File: src/drb_pkg.sv
// Shared types, codes and constants for the dead reckoning range and bearing block.
`default_nettype none
package drb_pkg;

   // Mode codes on the request channel.
   localparam logic [1:0] MODE_INIT    = 2'd0;
   localparam logic [1:0] MODE_ADVANCE = 2'd1;
   localparam logic [1:0] MODE_LOAD    = 2'd2;

   // Configuration register indexes.
   localparam logic [2:0] CSR_SHIP_COURSE        = 3'd0;
   localparam logic [2:0] CSR_SHIP_SPEED         = 3'd1;
   localparam logic [2:0] CSR_SHIP_START_RANGE   = 3'd2;
   localparam logic [2:0] CSR_TARGET_COURSE      = 3'd3;
   localparam logic [2:0] CSR_TARGET_SPEED       = 3'd4;
   localparam logic [2:0] CSR_TARGET_START_RANGE = 3'd5;

   localparam int QUEUE_DEPTH = 2;

   // CORDIC datapath widths.
   localparam int XY_W = 36;
   localparam int Z_W  = 34;

   // Inverse CORDIC gain in Q30.
   localparam logic [29:0] KINV_Q30 = 30'd652032874;

   // Tenths of a degree to binary angle: phase = r * PHASE_WHOLE + r * PHASE_EXCESS / 3600.
   localparam logic [20:0] PHASE_WHOLE  = 21'd1193046;
   localparam logic [10:0] PHASE_EXCESS = 11'd1696;
   localparam logic [12:0] RECIP_3600   = 13'd4660;
   localparam logic [11:0] TENTHS_360   = 12'd3600;
   localparam logic [11:0] TENTHS_180   = 12'd1800;
   localparam logic [11:0] TENTHS_90    = 12'd900;

   typedef enum logic [1:0] {
      OP_INIT,
      OP_ADVANCE,
      OP_LOAD
   } op_type;

   typedef struct packed {
      op_type      op;
      logic [31:0] load_x;
      logic [31:0] load_y;
   } item_type;

   typedef struct packed {
      logic [11:0] ship_course;
      logic [15:0] ship_speed;
      logic [30:0] ship_start_range;
      logic [11:0] target_course;
      logic [15:0] target_speed;
      logic [30:0] target_start_range;
   } cfg_type;

   typedef struct packed {
      logic                   start;
      logic                   vector;
      logic signed [XY_W-1:0] x;
      logic signed [XY_W-1:0] y;
      logic signed [Z_W-1:0]  z;
   } cordic_cmd_type;

   typedef struct packed {
      logic                   done;
      logic signed [XY_W-1:0] x;
      logic signed [XY_W-1:0] y;
      logic signed [Z_W-1:0]  z;
   } cordic_res_type;

   typedef enum logic [3:0] {
      ST_IDLE,
      ST_PH_MUL,
      ST_PH_DIV,
      ST_PH_FIX,
      ST_ROT_WAIT,
      ST_JOB_MUL,
      ST_JOB_WR,
      ST_DIFF,
      ST_NORM,
      ST_VEC_WAIT,
      ST_EFIN
   } back_state_type;

   // Arctangent of 2^-i as a 32-bit binary angle (2^32 is a full turn).
   function automatic logic [31:0] atan_angle(input logic [4:0] idx);
      logic [31:0] r;
      case (idx)
         5'd0:  r = 32'h20000000;
         5'd1:  r = 32'h12E4051E;
         5'd2:  r = 32'h09FB385B;
         5'd3:  r = 32'h051111D4;
         5'd4:  r = 32'h028B0D43;
         5'd5:  r = 32'h0145D7E1;
         5'd6:  r = 32'h00A2F61E;
         5'd7:  r = 32'h00517C55;
         5'd8:  r = 32'h0028BE53;
         5'd9:  r = 32'h00145F2F;
         5'd10: r = 32'h000A2F98;
         5'd11: r = 32'h000517CC;
         5'd12: r = 32'h00028BE6;
         5'd13: r = 32'h000145F3;
         5'd14: r = 32'h0000A2FA;
         5'd15: r = 32'h0000517D;
         5'd16: r = 32'h000028BE;
         5'd17: r = 32'h0000145F;
         5'd18: r = 32'h00000A30;
         5'd19: r = 32'h00000518;
         5'd20: r = 32'h0000028C;
         5'd21: r = 32'h00000146;
         5'd22: r = 32'h000000A3;
         5'd23: r = 32'h00000051;
         5'd24: r = 32'h00000029;
         5'd25: r = 32'h00000014;
         5'd26: r = 32'h0000000A;
         5'd27: r = 32'h00000005;
         5'd28: r = 32'h00000003;
         5'd29: r = 32'h00000001;
         5'd30: r = 32'h00000001;
         default: r = 32'h00000000;
      endcase
      return r;
   endfunction

endpackage
`default_nettype wire

File: src/drb_queue.sv
// Short command queue between the intake and the execution sequencer.
`default_nettype none
module drb_queue import drb_pkg::*; (
   input  wire logic     clock,
   input  wire logic     reset,
   input  wire logic     push,
   input  wire item_type push_item,
   output logic          full,
   input  wire logic     pop,
   output item_type      head,
   output logic          empty
);

   localparam int PW = (QUEUE_DEPTH > 1) ? $clog2(QUEUE_DEPTH) : 1;
   localparam int CNW = $clog2(QUEUE_DEPTH + 1);

   item_type         mem_ff [QUEUE_DEPTH];
   logic [PW-1:0]    wr_ptr_ff;
   logic [PW-1:0]    rd_ptr_ff;
   logic [CNW-1:0]   count_ff;
   logic             do_push;
   logic             do_pop;

   assign full    = (count_ff == CNW'(QUEUE_DEPTH));
   assign empty   = (count_ff == '0);
   assign head    = mem_ff[rd_ptr_ff];
   assign do_push = push && !full;
   assign do_pop  = pop && !empty;

   always_ff @(posedge clock) begin
      if (reset) begin
         wr_ptr_ff <= '0;
         rd_ptr_ff <= '0;
         count_ff  <= '0;
      end else begin
         if (do_push) begin
            wr_ptr_ff <= (wr_ptr_ff == PW'(QUEUE_DEPTH - 1)) ? '0 : wr_ptr_ff + 1'b1;
         end
         if (do_pop) begin
            rd_ptr_ff <= (rd_ptr_ff == PW'(QUEUE_DEPTH - 1)) ? '0 : rd_ptr_ff + 1'b1;
         end
         if (do_push && !do_pop) begin
            count_ff <= count_ff + 1'b1;
         end else if (do_pop && !do_push) begin
            count_ff <= count_ff - 1'b1;
         end
      end
      if (do_push) begin
         mem_ff[wr_ptr_ff] <= push_item;
      end
   end

endmodule
`default_nettype wire

File: config.mk
export PLATFORM = sky130hd
export DESIGN_NAME = drb_queue
export DESIGN_NICKNAME = d
export VERILOG_FILES = /design/src/drb_pkg.sv /design/src/drb_queue.sv
export SDC_FILE = /design/constraint.sdc
export NUM_CORES = 1
export LEC_CHECK = 0
export CAP_MARGIN = 15
export CORE_MARGIN = 4
export CORE_UTILIZATION = 65
export CTS_CLUSTER_DIAMETER = 100
export DETAILED_ROUTE_END_ITERATION = 10
export DONT_BUFFER_PORTS = 1
export GPL_TIMING_DRIVEN = 0
export HOLD_SLACK_MARGIN = 0.05
export PLACE_DENSITY = 0.79
export SLEW_MARGIN = 30
export SYNTH_ARGS = -nofsm -noshare
export SYNTH_HDL_FRONTEND = slang
export SYNTH_SLANG_ARGS = --single-unit
export TNS_END_PERCENT = 10
File: constraint.sdc
create_clock -name clock -period 5.7 [get_ports clock]
set_clock_uncertainty 0.1 [all_clocks]
set_input_delay 1.14 -clock clock [delete_from_list [all_inputs] [get_ports clock]]
set_output_delay 1.14 -clock clock [all_outputs]
set_load 0.1 [all_outputs]
* Word level (Yosys, flattened, before mapping)
Memory sizes are Yosys's and may differ from the RTL's. A register that Yosys moved wholly into a read port is not among the register bits.
Index checks and enable logic that the tools add are counted.
Widths: inputs -> output; s select.
** Storage, ports and cells
- Flip-flop bits (word level) :: 4
- Memory bits (writable) :: 132
- Input bits :: 70
- Memories :: 1
** Memory list
- mem_ff :: depth 2, width 66, read ports 1, clocked after memory_dff 1, write ports 1, RTL line drb_queue.sv:17 : item_type mem_ff [QUEUE_DEPTH];
** Cells by class
- Add/subtract/negate cells :: 4
- Equality and inequality tests :: 1
- Muxes and demuxes :: 8
- Reductions and logical operators :: 10
** Operators with widths (count)
- $mux 1 :: 6
- $logic_and 1x1->1 :: 4
- $logic_not 1->1 :: 4
- $mux 2 :: 2
- $add 1x1->1 const B :: 2
- $add 2x1->2 const B :: 1
- $eq 2x2->1 const B :: 1
- $logic_not 2->1 :: 1
- $reduce_bool 2->1 :: 1
- $sub 2x1->2 const B :: 1

* Logic depth before layout (Yosys ltp)
- Depth in word-level cells :: 7
- Mapped depth :: 6
- Depth with buffers taken out :: 6

* Worst setup path after synthesis
OpenSTA, ideal clock, no wires.
- Kind :: input to register
- Start point :: input port push
- End point :: memory mem_ff[1][0] (netlist bit) (enable)
- Arrival time :: 2888 ps
- Path slack :: 2280 ps
- Stages :: 3
- Buffers on the path :: 0
- Cell sequence :: inv_1 > nor2_1 > and2_1
** Between the ends
- Word-level cells in the longest chain between the ends :: 3
** Ends and longest elaborated chain
- start, declared :: RTL line drb_queue.sv:6 : input wire logic push,
- $logic_and 1x1->1 :: RTL line drb_queue.sv:27 : assign do_push = push && !full;
- via do_push :: RTL line drb_queue.sv:21 : logic do_push;
- $mux 1 :: RTL line drb_queue.sv:48 : if (do_push) begin
- $mux 1 (not written as such) :: RTL line drb_queue.sv:49 : mem_ff[wr_ptr_ff] <= push_item;
- end, declared :: RTL line drb_queue.sv:17
The timed path passes the listed nets, and every way through them passes these cells.

==> results.json <==
{
  "status": "finished clean",
  "clockBufferDepth": 2,
  "grt_use_total_pct": 18.5,
  "ctsHoldBuffers": 0,
  "cts_sinks": 137,
  "period_needed_ns": 3.10,
  "synth_top_area_share_pct": 79.5,
  "dr.max_layer_used": "met4",
  "die_y_um": 95.6,
  "synthesis.nets": 301,
  "max_freq_ghz": 0.323,
  "antennaDiodeCount": 0,
  "setup_ws_ns": 2.60,
  "maxSlewHeadroom_pct": 54.2,
  "drive_gt1_share_pct": 41.3,
  "clk_latency_ns": 0.50,
  "grt_pass1_wl_um": 11600,
  "areaGrowthSynthToFinish_pct": 15.5,
  "dr.pass1.iters": 4,
  "setup_tns_ns": 0,
  "io_pins": 138,
  "synth_cells": 230,
  "place_worst_setup_slack_ns": 3.08,
  "hold_viol_final": 0,
  "cts_resized": 0,
  "worstSetupPathType": "reg -> out",
  "core_area_mm2": 0.00737,
  "grt_max_degree": 43,
  "wl_met3_um": 1130,
  "maxCapViolCount": 0,
  "stdcell_area_mm2": 0.00576,
  "async_flop_share_pct": 0,
  "tightest_slew_ns": 0.686,
  "fin_crit_sh_pct": 54.3,
  "finalSetupViolCount": 0,
  "end_kind": "output port",
  "synthTopCellsByArea": "edfxtp_1, mux2_2, dfxtp_1",
  "vias": 2105,
  "cts_setup_buffers": 0,
  "wl_met1_um": 2560,
  "wirelength_um": 7900,
  "utilization_pct": 78.1,
  "ys_seq_area_share_pct": 81.5,
  "dp_hpwl_um": 5280,
  "crit_fanout": 10,
  "h-tree-depth": 4,
  "cts_tree": "built",
  "synth.most_common_cell": "edfxtp_1",
  "hold_path.class": "reg -> reg",
  "final_antenna_net_count": 0,
  "drv_slew": 0,
  "path_clk_slew_ns": 0.06,
  "routed_via_density": 5.80,
  "route.met2.wl_um": 4060,
  "start_kind": "register",
  "dieArea_mm2": 0.00914,
  "grt_antenna_before_repair": 0,
  "cts_root_buffer": "clkbuf_8",
  "synth_edf_count": 132,
  "syn_area_mm2": 0.00499,
  "synthFlopType": "edfxtp_1",
  "layout.nets": 322,
  "routedWlPerCell_um": 21.8,
  "avgSynthCellArea_um2": 21.7,
  "yosys_register_bits": 137,
  "overflow": 0,
  "netlist_top_cells_count": "edfxtp_1, mux2_2, dfxtp_1, nor2_1, buf_6",
  "drt_iter0_drc": 77,
  "place_area_mm2": 0.00517,
  "io_buffer_count": 0,
  "initial_core_util_pct": 67.7,
  "synth_top_area_cell": "edfxtp_1",
  "rsz0062_at_grt": "no",
  "yosysUniqueCellTypes": 15,
  "rows": 31,
  "r2r_slack_ns": 3.41,
  "gp_congestion": 0.681,
  "crit_required_ns": 4.46,
  "cp.arrival_ns": 1.86,
  "die_w_um": 95.6,
  "yosys_warnings": 0,
  "cts-buffers-inserted": 17,
  "grt_pass1_vias": 2286,
  "drc": 0
}
## metrics by stage
stage,hold WS [ns],cells
3_3_place_gp,0.368,329
4_1_cts,0.392,363
6_report,0.392,363
5_1_grt,0.407,363
3_5_place_dp,0.380,331
2_1_floorplan,0.352,230
## worst paths after layout
path	from	endpoint	cells after the start
setup / recovery	register	head[19]	3
hold / removal	wr_ptr_ff	wr_ptr_ff	2
setup reg to reg	count_ff[1]	count_ff[1]	6
hold reg to reg	wr_ptr_ff	wr_ptr_ff	2
## registers in the layout, summed over array words and instances, names as in the netlist, named ones only
name / flops
count_ff: 2
mem_ff: 132
rd_ptr_ff: 1
wr_ptr_ff: 1
## cell usage in the layout (no fill, tap or decap)
cell	instances
clkbuf_1	1
a21oi_1	2
buf_2	2
clkinv_2	2
o21ai_0	3
inv_6	3
bufinv_16	3
clkbuf_16	16
dfxtp_1	5
xor2_1	3
edfxtp_1	132
buf_4	1
inv_1	1
buf_12	2
nor2_1	4
inv_4	1
clkinvlp_4	2
clkinv_4	3
ha_1	1
nor2b_4	1
and2_4	1
clkbuf_8	1
or3_1	2
mux2_2	66
clkinv_1	1
nor2_4	1
buf_6	4
## worst max-delay path, cell delays in order (launching register included)
cell     delay [ns]
dfxtp_1        0.37
buf_4          0.23
buf_6          0.18
mux2_2         0.57
## per-layer routing
layer	GRT usage [%]	up-vias
li1	-	954
met1	17.6	1025
met2	30.1	113
met3	12.2	13
met4	9.48	0
met5	0	-
## logic make-up (layout without fill, tap and decap cells)
| group | Yosys count | after routing | share of synthesized area (%) |
|---|---|---|---|
| AO/OA/AOI/OAI | 5 | 5 | 0.502 |
| XOR/XNOR | 3 | 3 | 0.527 |
| adder cells (fa/ha/maj) | 1 | 1 | 0.251 |
| buffers and inverters | 9 | 43 | 1.40 |
| flip-flops | 137 | 137 | 81.5 |
| multiplexers | 66 | 66 | 14.9 |
| AND/OR/NAND/NOR | 9 | 9 | 0.928 |
## cell type report
cell class              instances  area, um2
flip-flops and latches        137       4060
well taps                      99        124
clock inverters                14        171
clock buffers                  18        418
fillers                       381       1610
inverters                       2       10.0
multi-input cells              84        868
plain buffers                   7       62.6
repair buffers                  2       40.0
Power is not shown: default switching activity piles up to over one toggle a cycle in this logic, so the estimate is an artifact.
