$ cat src/drb_pkg.sv
// Shared types, codes and constants for the dead reckoning range and bearing block.
`default_nettype none
package drb_pkg;

   // Mode codes on the request channel.
   localparam logic [1:0] MODE_INIT    = 2'd0;
   localparam logic [1:0] MODE_ADVANCE = 2'd1;
   localparam logic [1:0] MODE_LOAD    = 2'd2;

   // Configuration register indexes.
   localparam logic [2:0] CSR_SHIP_COURSE        = 3'd0;
   localparam logic [2:0] CSR_SHIP_SPEED         = 3'd1;
   localparam logic [2:0] CSR_SHIP_START_RANGE   = 3'd2;
   localparam logic [2:0] CSR_TARGET_COURSE      = 3'd3;
   localparam logic [2:0] CSR_TARGET_SPEED       = 3'd4;
   localparam logic [2:0] CSR_TARGET_START_RANGE = 3'd5;

   localparam int QUEUE_DEPTH = 2;

   // CORDIC datapath widths.
   localparam int XY_W = 36;
   localparam int Z_W  = 34;

   // Inverse CORDIC gain in Q30.
   localparam logic [29:0] KINV_Q30 = 30'd652032874;

   // Tenths of a degree to binary angle: phase = r * PHASE_WHOLE + r * PHASE_EXCESS / 3600.
   localparam logic [20:0] PHASE_WHOLE  = 21'd1193046;
   localparam logic [10:0] PHASE_EXCESS = 11'd1696;
   localparam logic [12:0] RECIP_3600   = 13'd4660;
   localparam logic [11:0] TENTHS_360   = 12'd3600;
   localparam logic [11:0] TENTHS_180   = 12'd1800;
   localparam logic [11:0] TENTHS_90    = 12'd900;

   typedef enum logic [1:0] {
      OP_INIT,
      OP_ADVANCE,
      OP_LOAD
   } op_type;

   typedef struct packed {
      op_type      op;
      logic [31:0] load_x;
      logic [31:0] load_y;
   } item_type;

   typedef struct packed {
      logic [11:0] ship_course;
      logic [15:0] ship_speed;
      logic [30:0] ship_start_range;
      logic [11:0] target_course;
      logic [15:0] target_speed;
      logic [30:0] target_start_range;
   } cfg_type;

   typedef struct packed {
      logic                   start;
      logic                   vector;
      logic signed [XY_W-1:0] x;
      logic signed [XY_W-1:0] y;
      logic signed [Z_W-1:0]  z;
   } cordic_cmd_type;

   typedef struct packed {
      logic                   done;
      logic signed [XY_W-1:0] x;
      logic signed [XY_W-1:0] y;
      logic signed [Z_W-1:0]  z;
   } cordic_res_type;

   typedef enum logic [3:0] {
      ST_IDLE,
      ST_PH_MUL,
      ST_PH_DIV,
      ST_PH_FIX,
      ST_ROT_WAIT,
      ST_JOB_MUL,
      ST_JOB_WR,
      ST_DIFF,
      ST_NORM,
      ST_VEC_WAIT,
      ST_EFIN
   } back_state_type;

   // Arctangent of 2^-i as a 32-bit binary angle (2^32 is a full turn).
   function automatic logic [31:0] atan_angle(input logic [4:0] idx);
      logic [31:0] r;
      case (idx)
         5'd0:  r = 32'h20000000;
         5'd1:  r = 32'h12E4051E;
         5'd2:  r = 32'h09FB385B;
         5'd3:  r = 32'h051111D4;
         5'd4:  r = 32'h028B0D43;
         5'd5:  r = 32'h0145D7E1;
         5'd6:  r = 32'h00A2F61E;
         5'd7:  r = 32'h00517C55;
         5'd8:  r = 32'h0028BE53;
         5'd9:  r = 32'h00145F2F;
         5'd10: r = 32'h000A2F98;
         5'd11: r = 32'h000517CC;
         5'd12: r = 32'h00028BE6;
         5'd13: r = 32'h000145F3;
         5'd14: r = 32'h0000A2FA;
         5'd15: r = 32'h0000517D;
         5'd16: r = 32'h000028BE;
         5'd17: r = 32'h0000145F;
         5'd18: r = 32'h00000A30;
         5'd19: r = 32'h00000518;
         5'd20: r = 32'h0000028C;
         5'd21: r = 32'h00000146;
         5'd22: r = 32'h000000A3;
         5'd23: r = 32'h00000051;
         5'd24: r = 32'h00000029;
         5'd25: r = 32'h00000014;
         5'd26: r = 32'h0000000A;
         5'd27: r = 32'h00000005;
         5'd28: r = 32'h00000003;
         5'd29: r = 32'h00000001;
         5'd30: r = 32'h00000001;
         default: r = 32'h00000000;
      endcase
      return r;
   endfunction

endpackage
`default_nettype wire

$ cat src/drb_front.sv
// Request intake: accepts transfers, drops unused modes and feeds the command queue.
`default_nettype none
module drb_front import drb_pkg::*; (
   input  wire logic        clock,
   input  wire logic        reset,
   input  wire logic        req_valid,
   output logic             req_stall,
   input  wire logic [1:0]  req_mode,
   input  wire logic [31:0] req_load_x,
   input  wire logic [31:0] req_load_y,
   input  wire logic        queue_full,
   output logic             push,
   output item_type         push_item
);

   logic     front_valid_ff;
   item_type item_ff;
   logic     accept;
   logic     keep;
   op_type   op;

   assign req_stall = front_valid_ff && queue_full;
   assign accept    = req_valid && !req_stall;
   assign push      = front_valid_ff && !queue_full;
   assign push_item = item_ff;

   always_comb begin
      keep = 1'b1;
      op   = OP_INIT;
      case (req_mode)
         MODE_INIT:    op = OP_INIT;
         MODE_ADVANCE: op = OP_ADVANCE;
         MODE_LOAD:    op = OP_LOAD;
         default:      keep = 1'b0;
      endcase
   end

   always_ff @(posedge clock) begin
      if (reset) begin
         front_valid_ff <= 1'b0;
      end else if (accept) begin
         front_valid_ff <= keep;
      end else if (push) begin
         front_valid_ff <= 1'b0;
      end
      if (accept) begin
         item_ff.op     <= op;
         item_ff.load_x <= req_load_x;
         item_ff.load_y <= req_load_y;
      end
   end

endmodule
`default_nettype wire

$ cat config.mk
export PLATFORM = sky130hd
export DESIGN_NAME = drb_front
export DESIGN_NICKNAME = d
export VERILOG_FILES = /design/src/drb_pkg.sv /design/src/drb_front.sv
export SDC_FILE = /design/constraint.sdc
export NUM_CORES = 1
export LEC_CHECK = 0
export ABC_CLOCK_PERIOD_IN_PS = 5300
export BUFFER_PORTS_ARGS = -buffer_cell sky130_fd_sc_hd__buf_2
export CORE_UTILIZATION = 41
export DETAILED_ROUTE_END_ITERATION = 6
export GPL_TIMING_DRIVEN = 0
export MAX_ROUTING_LAYER = met4
export PLACE_DENSITY = 0.79
export SYNTH_ARGS = -nofsm -noshare
export SYNTH_HDL_FRONTEND = slang
export SYNTH_SLANG_ARGS = --single-unit
$ cat constraint.sdc
create_clock -name clock -period 5.3 [get_ports clock]
set_input_delay 0.265 -clock clock [delete_from_list [all_inputs] [get_ports clock]]
set_output_delay 0.265 -clock clock [all_outputs]
set_load 0.05 [all_outputs]
======== Word-level counts from Yosys, hierarchy flattened ========
Index checks and enable logic that the tools add are counted.
storage, ports and cells
  output and inout bits ................... 68
  input port bits ......................... 70
  logic and storage cells ................. 18
  register bits ........................... 67
operators by class
  eq/ne operators ......................... 2
  reductions and logical operators ........ 8
  muxes and demuxes ....................... 4
operators by type and width
  cell                                                 count
  one-hot mux 2 bit (2 select lines)                   1
  logical AND 1 bit                                    3
  2-to-1 mux 1 bit                                     3
  OR reduction 3 bit                                   1
  equality test 2 x 1 -> 1 bit, second input constant  1
  equality test 2 bit, second input constant           1
  zero test 1 bit                                      2
  zero test 2 bit                                      1
  nonzero test 2 bit                                   1

======== Logic depth before layout (Yosys ltp) ========
  word-level depth ........................ 4
  mapped depth ............................ 2
  mapped depth without buffers ............ 2

======== Least setup slack after synthesis ========
OpenSTA, ideal clock, no wires.
  path kind ............................... register to register
  start point ............................. register front_valid_ff
  end point ............................... register item_ff, in the netlist push_item[0], enable pin
  arrival time ............................ 3437 ps
  library setup time ...................... 498 ps
  slack ................................... 1365 ps
  required time ........................... 4802 ps
  stages on the path, launching flop included .. 3
  cells stage by stage .................... dfxtp_1 and2_4 nor2b_1
between the ends
  word-level cells in the longest chain between the ends .. 3
ends and longest elaborated chain
  item                      RTL line         text
  start: declaration        drb_front.sv:16  logic front_valid_ff;
  start signal: assignment  drb_front.sv:42  front_valid_ff <= keep;
  logical AND 1 bit         drb_front.sv:22  assign req_stall = front_valid_ff && queue_full;
  net req_stall             drb_front.sv:7   output logic req_stall,
  zero test 1 bit           drb_front.sv:23  assign accept = req_valid && !req_stall;
  logical AND 1 bit         drb_front.sv:23
  net accept                drb_front.sv:18  logic accept;
  end: declaration          drb_front.sv:17  item_type item_ff;
The timed path passes the listed nets, and every way through them passes these cells.
A chain may end at the register's enable or synchronous reset.

======== Worst setup path in the final report ========
  start point ............................. register front_valid_ff
  end point ............................... register item_ff, in the netlist push_item[26], enable pin
between the ends
  word-level cells in the longest chain between the ends .. 3
ends and longest elaborated chain
  item               RTL line
  logical AND 1 bit  drb_front.sv:22
  zero test 1 bit    drb_front.sv:23
  logical AND 1 bit  drb_front.sv:23
  net accept         drb_front.sv:18
The timed path passes the listed nets, and every way through them passes these cells.

==> results.cfg <==
[clock_network]
clockRootBuffer = clkbuf_8
clkTransAtPathRegs_ps = 70
clk_latency_ps = 320
tritoncts = built
post_cts_buffers = 0
cts_hold_buf = 0
clock_sinks = 67
cts_buffers = 9
cts_htree_levels = 3
cts_resized = 0
clock_tree.buffer_depth = 2

[synth]
ys_async_sr_fraction_pct = 0
synth_top_flop_cell = edfxtp_1
synth_area_leaders = edfxtp_1 (96%), dfxtp_1 (0.97%), nor2b_1 (0.91%)
synthCells = 74
synth_area_per_cell_um2 = 27.8
synth_warnings = 0
ys_seq_area_share_pct = 97.4
synth_edf_count = 66
synth_top_cell_by_area = edfxtp_1
synth_top_family_by_area = simple AND/OR/NAND/NOR gates
synth_top_area_share_pct = 96.4
ys_types = 7
synthAdderAreaFrac_pct = 0
yosys.cell_count.top_type = edfxtp_1
synth-seq-cells = 67
muxShareOfSynthArea_pct = 0
synth_compound_area_share_pct = 0.852
synth_common_cells = edfxtp_1 (66), nor2b_1 (3)
synthXorXnorAreaFrac_pct = 0
yosys.area_share.simple_pct = 1.77
synthesis.area_um2 = 2060
syn_nets = 144

[sta]
finClkSkew_ps = 5.49
rsz0062_at_grt = false
clock.fmax_mhz = 597
fin_crit_ps = 1680
slew_headroom_pct = 62.1
setup_slack_ps = 3620
tns_ps = 0
drv_slew = 0
fin_crit_sh_pct = 31.6
final-setup-viol-count = 0
timing.final.hold_violations = 0
worst_pin_slew_ps = 567

[power_and_ir_drop]
p_seq_share_pct = 53.8
pwr-share-comb_pct = 15.8
vdd_drop_max_v = 0.000245
swShare_pct = 28.6
power.density_nw_per_um2 = 380
clkPwrFrac_pct = 30.3
p_leak_nw = 1.33
p_int_mw = 0.831
power_switching_mw = 0.332

[floorplanning]
num_rows = 25
die_h_um = 72.8
die-area_um2 = 5300
die_w_um = 72.8
io_pins = 138
core_area_um2 = 4790
start_util_pct = 43.0

[detailed_routing]
vias_per_cell = 4.29
via_count = 1275
wl_per_cell_um = 14.1
drc = 0
ant_nets = 0
first_pass_iters = 4
drt_iter0_drc = 26
wl_um = 4200

[worst_setup_path]
critical_path_class = reg -> reg
path_max_fanout = 26
r2r_start = front_valid_ff$_SDFFE_PP0P_
arrival_ps = 1700
crit_start = front_valid_ff$_SDFFE_PP0P_
worstRegToRegCells = 4
crit_path_end_kind = register
r2r_slack_ps = 3620
worstPathRequired_ps = 5330
reg2reg_to = push_item[26]$_DFFE_PP_
startpoint_type = register

[grt]
grt.total_usage_pct = 17.1
first_global_vias = 1354
antenna_found_initial = 1
grt_pass1_wl_um = 6020
gr-total-overflow = 0
grt_max_degree = 27

[layout]
layout-drive-gt1-share_pct = 69.0
num-fill-cells = 366
final-seq-area_um2 = 2000
fin_nets = 294
syn_to_final_growth_pct = 48.8
multi_input_area_um2 = 61.3

[min_path]
min_path_type = in -> reg
hp-start = req_load_y[8]
hold_path_end = push_item[8]$_DFFE_PP_
holdPathStages = 1

[placement]
place.detailed.hpwl_um = 3190
portBuffers = 137
detailedPlace.worstSlack_ps = 3530
gp_congestion = 0.678

[run_status]
outcome = completed

[run]
cap_violations = 0
[kinds of logic (layout without fill, tap and decap cells)]
logic type	after synthesis	after routing
AO/OA/AOI/OAI	2	2
buffers and inverters	0	155
AND/OR/NAND/NOR	5	5
flip-flops	67	67
other	0	1
[how the worst max path moves through the flow]
stage	end	slack [ps]	depth (start not counted)
3_5_place_dp	push_item[14]$_DFFE_PP_	3530	5
4_1_cts	push_item[26]$_DFFE_PP_	3610	4
6_report	push_item[26]$_DFFE_PP_	3620	4
2_1_floorplan	push_item[0]$_DFFE_PP_	1370	2
5_1_grt	push_item[35]$_DFFE_PP_	3530	4
3_3_place_gp	push_item[31]$_DFFE_PP_	490	3
[layout make-up]
class / count / share of cell area (%)
sequential: 67 / 65.4
timing repair buffer: 139 / 24.2
clock buffer: 9 / 4.05
tap: 67 / 2.74
multi-input combinational: 7 / 2.00
clock inverter: 7 / 1.47
antenna: 1 / 0.0818
[state kept, by name, indices dropped and copies added (netlist names)]
register / cells
front_valid_ff: 1
push_item: 66
[layer usage]
metal / vias up / share of wire, % / global-route usage, %
met5: - / 0 / -
met4: 0 / 2.4 / 10.7
met3: 11 / 11 / 7.46
met2: 83 / 52 / 27.8
met1: 586 / 35 / 16.9
li1: 595 / - / -
[stage by stage]
stage	utilization (%)	std cells	hold WS [ps]	total power, mW	instance area [µm²]
finish	63.9	297	111	1.16	3060
detailed placement	60.3	280	443	0.823	2890
floorplan	-	74	364	0.763	2060
CTS	63.9	296	96.1	1.18	3060
global placement	59.0	278	441	0.816	2830
global route	63.9	297	92.7	1.20	3060
[power groups by stage]
| stage | sequential [mW] | combinational, mW | clock [mW] |
|---|---|---|---|
| 3_5_place_dp | 0.638 | 0.185 | 0 |
| 6_report | 0.626 | 0.184 | 0.353 |
| 5_1_grt | 0.629 | 0.191 | 0.383 |
| 2_1_floorplan | 0.749 | 0.0140 | 0 |
| 4_1_cts | 0.627 | 0.186 | 0.364 |
| 3_3_place_gp | 0.640 | 0.176 | 0 |
[placed cells by master (no fill, tap or decap), drive strengths merged]
cell      instances
buf             139
and2              1
dfxtp             1
nor2b             3
a21boi            1
and2b             1
o21ba             1
clkinv            3
clkinvlp          4
clkbuf            9
diode             1
edfxtp           66
[worst max-delay path, stage by stage (launching register included)]
cell	delay, ps
dfxtp_1	310
and2_4	150
nor2b_4	470
buf_16	240
buf_16	190
Power figures use the tool's default switching activity.
